--- config.mk ---
export PLATFORM = sky130hd
export DESIGN_NAME = htr_md5
export DESIGN_NICKNAME = d
export VERILOG_FILES = /design/src/rtl/htr_pkg.sv /design/src/rtl/htr_md5.sv
export SDC_FILE = /design/constraint.sdc
export NUM_CORES = 1
export LEC_CHECK = 0
export BUFFER_PORTS_ARGS = -buffer_cell sky130_fd_sc_hd__buf_4
export CORE_MARGIN = 8
export CORE_UTILIZATION = 41
export CTS_CLUSTER_DIAMETER = 80
export DETAILED_ROUTE_END_ITERATION = 8
export PLACE_DENSITY = 0.7
export SETUP_SLACK_MARGIN = 0.02
export SYNTH_ARGS = -nofsm -noshare
export SYNTH_HDL_FRONTEND = slang
export SYNTH_SLANG_ARGS = --single-unit
--- constraint.sdc ---
create_clock -name clk -period 8.33 [get_ports clk]
set_input_delay 0.833 -clock clk [delete_from_list [all_inputs] [get_ports clk]]
set_output_delay 0.833 -clock clk [all_outputs]
set_load 0.01 [all_outputs]
--- src/rtl/htr_pkg.sv ---
// ----------------------------------------------------------------------------
// htr_pkg
// Shared constants, types and MD5 tables for the hashed twister generator.
// ----------------------------------------------------------------------------
package htr_pkg;

  localparam int STATE_WORDS  = 624;
  localparam int TWIST_OFFSET = 397;
  localparam int MAX_DRAWS    = 64;
  localparam int WORD_W       = 32;
  localparam int ADDR_W       = $clog2(STATE_WORDS);
  localparam int DRAW_W       = $clog2(MAX_DRAWS);

  localparam logic [WORD_W-1:0] TWIST_XOR = 32'h9908b0df;

  localparam logic [WORD_W-1:0] MD5_IV_A = 32'h67452301;
  localparam logic [WORD_W-1:0] MD5_IV_B = 32'hefcdab89;
  localparam logic [WORD_W-1:0] MD5_IV_C = 32'h98badcfe;
  localparam logic [WORD_W-1:0] MD5_IV_D = 32'h10325476;

  localparam logic [1:0] MODE_SEED  = 2'd0;
  localparam logic [1:0] MODE_RANGE = 2'd1;
  localparam logic [1:0] MODE_RAW   = 2'd2;

  typedef logic [3:0][WORD_W-1:0] quad_t;

  typedef enum logic [3:0] {
    ST_IDLE,
    ST_TW_PRE,
    ST_TW_FIRST,
    ST_TW_RD_NEXT,
    ST_TW_RD_FAR,
    ST_TW_WRITE,
    ST_MD_RD,
    ST_MD_RUN,
    ST_MD_WR,
    ST_DRAW_RD,
    ST_DRAW_CHK
  } state_t;

  function automatic logic [WORD_W-1:0] md5_k(input logic [5:0] r);
    logic [WORD_W-1:0] k;
    case (r)
      6'd0:  k = 32'hd76aa478;  6'd1:  k = 32'he8c7b756;
      6'd2:  k = 32'h242070db;  6'd3:  k = 32'hc1bdceee;
      6'd4:  k = 32'hf57c0faf;  6'd5:  k = 32'h4787c62a;
      6'd6:  k = 32'ha8304613;  6'd7:  k = 32'hfd469501;
      6'd8:  k = 32'h698098d8;  6'd9:  k = 32'h8b44f7af;
      6'd10: k = 32'hffff5bb1;  6'd11: k = 32'h895cd7be;
      6'd12: k = 32'h6b901122;  6'd13: k = 32'hfd987193;
      6'd14: k = 32'ha679438e;  6'd15: k = 32'h49b40821;
      6'd16: k = 32'hf61e2562;  6'd17: k = 32'hc040b340;
      6'd18: k = 32'h265e5a51;  6'd19: k = 32'he9b6c7aa;
      6'd20: k = 32'hd62f105d;  6'd21: k = 32'h02441453;
      6'd22: k = 32'hd8a1e681;  6'd23: k = 32'he7d3fbc8;
      6'd24: k = 32'h21e1cde6;  6'd25: k = 32'hc33707d6;
      6'd26: k = 32'hf4d50d87;  6'd27: k = 32'h455a14ed;
      6'd28: k = 32'ha9e3e905;  6'd29: k = 32'hfcefa3f8;
      6'd30: k = 32'h676f02d9;  6'd31: k = 32'h8d2a4c8a;
      6'd32: k = 32'hfffa3942;  6'd33: k = 32'h8771f681;
      6'd34: k = 32'h6d9d6122;  6'd35: k = 32'hfde5380c;
      6'd36: k = 32'ha4beea44;  6'd37: k = 32'h4bdecfa9;
      6'd38: k = 32'hf6bb4b60;  6'd39: k = 32'hbebfbc70;
      6'd40: k = 32'h289b7ec6;  6'd41: k = 32'heaa127fa;
      6'd42: k = 32'hd4ef3085;  6'd43: k = 32'h04881d05;
      6'd44: k = 32'hd9d4d039;  6'd45: k = 32'he6db99e5;
      6'd46: k = 32'h1fa27cf8;  6'd47: k = 32'hc4ac5665;
      6'd48: k = 32'hf4292244;  6'd49: k = 32'h432aff97;
      6'd50: k = 32'hab9423a7;  6'd51: k = 32'hfc93a039;
      6'd52: k = 32'h655b59c3;  6'd53: k = 32'h8f0ccc92;
      6'd54: k = 32'hffeff47d;  6'd55: k = 32'h85845dd1;
      6'd56: k = 32'h6fa87e4f;  6'd57: k = 32'hfe2ce6e0;
      6'd58: k = 32'ha3014314;  6'd59: k = 32'h4e0811a1;
      6'd60: k = 32'hf7537e82;  6'd61: k = 32'hbd3af235;
      6'd62: k = 32'h2ad7d2bb;
      default: k = 32'heb86d391;
    endcase
    return k;
  endfunction

  function automatic logic [4:0] md5_s(input logic [5:0] r);
    logic [4:0] s;
    case ({r[5:4], r[1:0]})
      4'd0:  s = 5'd7;   4'd1:  s = 5'd12;  4'd2:  s = 5'd17;  4'd3:  s = 5'd22;
      4'd4:  s = 5'd5;   4'd5:  s = 5'd9;   4'd6:  s = 5'd14;  4'd7:  s = 5'd20;
      4'd8:  s = 5'd4;   4'd9:  s = 5'd11;  4'd10: s = 5'd16;  4'd11: s = 5'd23;
      4'd12: s = 5'd6;   4'd13: s = 5'd10;  4'd14: s = 5'd15;
      default: s = 5'd21;
    endcase
    return s;
  endfunction

  // Message word index; the top two round bits pick the formula, taken modulo 16.
  function automatic logic [3:0] md5_g(input logic [5:0] r);
    logic [3:0] i;
    logic [3:0] g;
    i = r[3:0];
    case (r[5:4])
      2'd0: g = i;
      2'd1: g = 4'(4'd5 * i + 4'd1);
      2'd2: g = 4'(4'd3 * i + 4'd5);
      default: g = 4'(4'd7 * i);
    endcase
    return g;
  endfunction

  // A padded 16-byte message: the data, the 0x80 marker and the bit length.
  function automatic logic [WORD_W-1:0] md5_msg(input quad_t m, input logic [3:0] g);
    logic [WORD_W-1:0] w;
    case (g)
      4'd0: w = m[0];
      4'd1: w = m[1];
      4'd2: w = m[2];
      4'd3: w = m[3];
      4'd4: w = 32'h00000080;
      4'd14: w = 32'd128;
      default: w = '0;
    endcase
    return w;
  endfunction

endpackage

--- src/rtl/htr_md5.sv ---
// ----------------------------------------------------------------------------
// htr_md5
// MD5 digest of one 16-byte message, one round per cycle over its 64 rounds.
// ----------------------------------------------------------------------------
module htr_md5 (
  input  logic           clk,
  input  logic           rst_n,
  input  logic           start,
  input  htr_pkg::quad_t msg,
  output logic           done,
  output htr_pkg::quad_t digest
);
  import htr_pkg::*;

  logic              busy_r;
  logic              done_r;
  logic [5:0]        round_r;
  logic [WORD_W-1:0] a_r, b_r, c_r, d_r;
  logic [WORD_W-1:0] f, sum, b_new;
  logic [2*WORD_W-1:0] rot;

  always_comb begin
    case (round_r[5:4])
      2'd0: f = (b_r & c_r) | (~b_r & d_r);
      2'd1: f = (d_r & b_r) | (~d_r & c_r);
      2'd2: f = b_r ^ c_r ^ d_r;
      default: f = c_r ^ (b_r | ~d_r);
    endcase
    sum   = f + a_r + md5_k(round_r) + md5_msg(msg, md5_g(round_r));
    rot   = {sum, sum} << md5_s(round_r);
    b_new = b_r + rot[2*WORD_W-1:WORD_W];
  end

  always_ff @(posedge clk) begin
    if (!rst_n) begin
      busy_r <= 1'b0;
      done_r <= 1'b0;
    end else begin
      done_r <= busy_r && (round_r == 6'd63);
      if (start) begin
        busy_r <= 1'b1;
      end else if (busy_r && (round_r == 6'd63)) begin
        busy_r <= 1'b0;
      end
    end
  end

  always_ff @(posedge clk) begin
    if (start) begin
      a_r     <= MD5_IV_A;
      b_r     <= MD5_IV_B;
      c_r     <= MD5_IV_C;
      d_r     <= MD5_IV_D;
      round_r <= '0;
    end else if (busy_r) begin
      a_r     <= d_r;
      d_r     <= c_r;
      c_r     <= b_r;
      b_r     <= b_new;
      round_r <= round_r + 6'd1;
    end
  end

  assign done      = done_r;
  assign digest[0] = a_r + MD5_IV_A;
  assign digest[1] = b_r + MD5_IV_B;
  assign digest[2] = c_r + MD5_IV_C;
  assign digest[3] = d_r + MD5_IV_D;
endmodule

# Yosys cells after proc, flatten, opt, wreduce, memory -nomap -nowiden

Memories as Yosys holds them, arrays and structs flattened. A register that Yosys moved wholly into a read port is not among the register bits.
Index checks and enable logic that the tools add are counted.

Bits in registers: 136
ROM bits: 2128
Output and inout bits: 129
Logic and storage cells: 58
Memories: 2

Memories:

| memory           | depth | width | rd ports | clocked after memory_dff | wr ports | line          | text |
|---|---|---|---|---|---|---|---|
| (name not given) | 64    | 32    | 1        | 1                        | 0        | htr_pkg.sv:43 | `case (r)` |
| (name not given) | 16    | 5     | 1        | 1                        | 0        | htr_pkg.sv:83 | `case ({r[5:4], r[1:0]})` |

Add/subtract/negate cells: 11
$mul: 3
Equality and inequality tests: 8
Shift operators: 1
Mux-type cells: 9
Bitwise operators: 12
Reduce and logical (&&, ||, !) cells: 5

Operator list:

| kind                     | number |
|---|---|
| $pmux W32 S5             | 1 |
| $add A32 B32 Y32         | 4 |
| $and A32 B32 Y32         | 4 |
| $or A32 B32 Y32          | 3 |
| $pmux W32 S3             | 1 |
| $xor A32 B32 Y32         | 3 |
| $add A32 B32 Y32 const B | 2 |
| $not A32 Y32             | 2 |
| $shl A64 B5 Y64          | 1 |
| $add A32 B29 Y32 const B | 1 |
| $add A32 B31 Y32 const B | 1 |
| $mux W6                  | 2 |
| $pmux W4 S3              | 1 |
| $eq A4 B2 Y1 const B     | 2 |
| $mul A3 B4 Y4 const A    | 2 |
| $mux W4                  | 2 |
| $add A6 B1 Y6 const B    | 1 |
| $eq A6 B6 Y1 const B     | 1 |
| $add A4 B1 Y4 const B    | 1 |
| $add A4 B3 Y4 const B    | 1 |
| $eq A4 B1 Y1 const B     | 1 |
| $eq A4 B3 Y1 const B     | 1 |
| $eq A4 B4 Y1 const B     | 1 |
| $logic_not A4 Y1         | 1 |
| 8 further kinds          | 9 |

# Depth between registers and ports, before layout

Word-level depth: 9
Mapped depth: 43

# Worst setup path after synthesis

No wires, ideal clock.

Path type: flip-flop to flip-flop
From: register round_r[0]
To: register b_r[31]
Library setup time: 72 ps
Arrival: 8585 ps
Data required time: 8258 ps
Path slack: -327 ps
Cell stages (with the launch flop): 39
Buffers on the path: 3
Path through: dfxtp_1 > buf_4 > inv_1 > fa_1 > inv_1 > ha_1 > mux4_2 > nand2b_1 > nor3_1 > clkbuf_1 > nand2_1 > o21ai_0 > fa_1 > ha_1 > buf_2 > a21oi_1 > inv_1 > a31oi_1 > [... 3 more ...] > a311o_1 > a311oi_2 > inv_1 > mux4_2 > nand2_1 > o21ai_0 > ha_1 > a21o_1 > a2111oi_2 > o21ai_0 > nor2_1 > o31ai_1 > a211o_1 > o221ai_1 > a21oi_1 > xnor2_1 > a22oi_1 > mux2i_1

Cells in the longest elaborated chain, start to end: 9
Elaborated cells on any way between the ends: 17

RTL lines:

| item                                           | line                           | text |
|---|---|---|
| start: declaration                             | htr_md5.sv:17                  | `logic [5:0] round_r;` |
| start signal: assignment                       | htr_md5.sv:60                  | `round_r <= round_r + 6'd1;` |
| $mul A2 B4 Y4 or $mul A3 B4 Y4 (tied branches) | htr_pkg.sv:101, htr_pkg.sv:100 |  |
| $add A4 B3 Y4 or $add A4 B1 Y4 (tied branches) | htr_pkg.sv:101, htr_pkg.sv:100 |  |
| $pmux W4 S3 *                                  | htr_pkg.sv:98                  | `case (r[5:4])` |
| $eq A4 B4 Y1 or $eq A4 B3 Y1 (tied branches)   | htr_pkg.sv:110                 | `case (g)` |
| $reduce_or A2 Y1 (no source line)              | n/a                            |  |
| $pmux W32 S5 *                                 | htr_pkg.sv:110                 |  |
| $add A32 B32 Y32 *                             | htr_md5.sv:29                  | `sum = f + a_r + md5_k(round_r) + md5_msg(msg, md5_g(round_r));` |
| $shl A64 B5 Y64 *                              | htr_md5.sv:30                  | `rot = {sum, sum} << md5_s(round_r);` |
| $add A32 B32 Y32 *                             | htr_md5.sv:31                  | `b_new = b_r + rot[2*WORD_W-1:WORD_W];` |
| end signal: assignment                         | htr_md5.sv:59                  | `b_r <= b_new;` |
| end: declaration                               | htr_md5.sv:18                  | `logic [WORD_W-1:0] a_r, b_r, c_r, d_r;` |

Every way passes the cells marked *; elsewhere a longest branch is shown, timed or not.
A chain may end at the register's enable or synchronous reset.

# Worst setup path after layout

From: register round_r[2]
To: register b_r[28]

The elaborated chain is that of the path after synthesis.

==> metrics <==
status finished clean; GPL Wtd Cong 1.00; Util after Layout 52.3%; die span in y 242 microns; f_max 122 MHz; P&R area growth vs syn 27.0%; hold-critical path depth 2; total power 14.1 mW; Tmin final 8.19 ns; worst skew pair latency 0.46 ns; worst path arrival time 8.50 ns; Slew Limit Fails 0; r2r endpoint b_r[28]$_SDFFE_PP0P_; WS Path Type reg -> reg; initial DRC count 2883; width of the die 242 microns; Pwr Density 528 mW/mm^2; Seq cells post-synth 173; Synth Cell Area 0.0210 sq mm; TritonCTS Sinks 173; slew of the pin with the lowest slew margin 1.03 ns; layout cell share with drive strength beyond 1 24.4%; Longest Clk Path Bufs 2; largest net degree at the start of global routing 77; Antenna Cells 0; Syn Inst Count 2917; FP Rows 83; nets 3531; Syn Area/Cell 7.20 sq um; Placement Cell Area 0.0250 sq mm; FF+latch area 0.00348 sq mm; initial core utilization 41.2%; Layout Cells excl Fill 3938; vias in the first global route 21402; Port Buffers 259; area of the multi-input gates 0.0166 sq mm; crit path capture type flip-flop; FILL cells 4834; P_leak 11.4 nW; Primary FF master, synth dfxtp_1; commonest non-fill, non-tap cells in the layout buf_4 (557), nand2_1 (351), nor2_1 (284), a21oi_1 (243), inv_1 (175); DP Wirelength 64200 microns; Worst path most repeated cell buf_6; Post-synth EDFFs 0; worst hold slack 0.541 ns; endpoints failing setup 0; H-tree levels 4; I/O Pins 260; WL per Instance 21.4 microns; post-synthesis sequential area ratio 16.5%; clock skew 0.0156 ns; crit share post-route 98.4%; synth unique cells 84; initial antenna violation count 2; Req. time, crit path 8.64 ns; crit-path max FO 6; via count 23333; RSZ-0062 raised after global routing yes; worst min-delay path class reg -> reg; syn nets 3203; Min-Delay Endpoint a_r[21]$_SDFFE_PP0P_; yosys warns 0; Cells after DPL 3879; final worst slack 0.136 ns; Worst Hold Launch a_r[21]$_SDFFE_PP0P_; Peak VDD IR 0.000398 V; Async SR Flop Fraction 0%; Placeable Area 0.0510 sq mm; Critical Path Start Type flip-flop; Setup WS pre-CTS -0.532 ns; Final Hold Fails 0; worst r2r path cells 40; global route overflow 0; CTS Buf Count 17; DRT Pass-1 Iters 9; Max Cap Viol 0; most common cell after layout, fill and taps aside buf_4; first-pass GRT wire length 126000 microns; slowest stage cell, crit path mux4_2; Routed Antenna Nets 0; Worst R2R Start round_r[2]$_SDFFE_PP0P_; area of the die 0.0587 sq mm; Root Buffer clkbuf_16; Finished Cell Area 0.0267 sq mm; Post-Route WL 84300 microns; slew margin rel. 31.3%; gr usage total 26.7%; detailed-route DRC error count 0; r2r setup slk 0.14 ns; setup TNS 0 ns; via/cell ratio 5.93; Max stage delay on crit path 0.52 ns; CTS tree yes; clock slew seen by the registers of the worst setup and hold paths 0.07 ns
## final cells by class
cell class	instances	share of cell area [%]
Sequential cell	173	13.0
Multi-Input combinational cell	2298	62.4
Tap cell	680	3.19
Clock buffer	23	1.75
Inverter	184	2.60
Clock inverter	9	0.600
Timing Repair Buffer	571	16.5
## cell families after synthesis
logic type                 Yosys count  share of synthesized area (%)
buffers and inverters              446                           8.23
AOI/OAI and AO/OA                  826                           24.9
xor gates and xnor gates           209                           9.03
muxes                              191                           10.7
and+or+nand+nor                    912                           18.9
adders and majority gates          160                           11.8
DFF                                173                           16.5
## report_power, final
part / switching [mW] / leakage [nW] / internal (mW) / total [mW]
clock: 0.353 / 0.294 / 0.519 / 0.872
combinational: 6.15 / 9.71 / 5.90 / 12.1
sequential: 0.219 / 1.43 / 0.946 / 1.16
total: 6.72 / 11.4 / 7.37 / 14.1
## Yosys cell counts (all sizes together) (19+ instances only)
master / instances / share of area (%)
nand2: 356 / 6.4
nor2: 287 / 5.1
a21oi: 256 / 6.1
clkbuf: 196 / 3.5
o21ai: 189 / 4.5
inv: 182 / 3.3
dfxtp: 173 / 16
mux2i: 147 / 7.0
xnor2: 132 / 5.7
ha: 90 / 5.4
xor2: 75 / 3.1
nand3: 67 / 1.6
buf: 66 / 1.4
fa: 65 / 6.2
nor3: 64 / 1.5
o211ai: 46 / 1.7
a31oi: 38 / 1.1
o22ai: 37 / 1.1
a211oi: 35 / 1.3
a21o: 35 / 1.3
o21a: 31 / 1.1
nor2b: 27 / 0.80
and2: 26 / 0.77
mux4: 25 / 2.7
mux2: 19 / 1.0
## worst max path at each step
stage                       startpoint  slack (ns)  cells past startpoint                   end
3_5_place_dp   round_r[1]$_SDFFE_PP0P_       -0.53                     39  b_r[31]$_SDFFE_PP1P_
6_report       round_r[2]$_SDFFE_PP0P_        0.14                     40  b_r[28]$_SDFFE_PP0P_
3_3_place_gp   round_r[1]$_SDFFE_PP0P_       -0.35                     40  b_r[28]$_SDFFE_PP0P_
4_1_cts        round_r[1]$_SDFFE_PP0P_        0.02                     42  b_r[28]$_SDFFE_PP0P_
2_1_floorplan  round_r[1]$_SDFFE_PP0P_        0.05                     38  b_r[31]$_SDFFE_PP1P_
5_1_grt        round_r[2]$_SDFFE_PP0P_       -0.18                     39  b_r[28]$_SDFFE_PP0P_
## critical path: cells and delay by family, from the launching register on
family	cells	cell delay [ns]
muxes	3	1.15
AOI/OAI and AO/OA	14	2.86
DFF	1	0.33
and+or+nand+nor	9	0.99
adders and majority gates	5	1.70
xor gates and xnor gates	1	0.05
buffers and inverters	8	0.95
## repair_timing
action                     4_1_cts  5_1_grt
pin swaps                       14       93
setup endpoints to repair       13       16
gates cloned                     0        1
hold buffers                     0        0
setup buffers                    5       22
hold endpoints to repair         0        0
resized for setup               39      146
## metal layers
metal | share of wire, % | vias to the layer above | global-route usage (%)
met2 | 46 | 1190 | 43.6
li1 | - | 10852 | -
met1 | 40 | 11066 | 34.2
met5 | 0.0095 | - | 0
met3 | 8.3 | 223 | 5.00
met4 | 4.8 | 2 | 11.1
No activity file was read; power rests on OpenSTA's default activity.
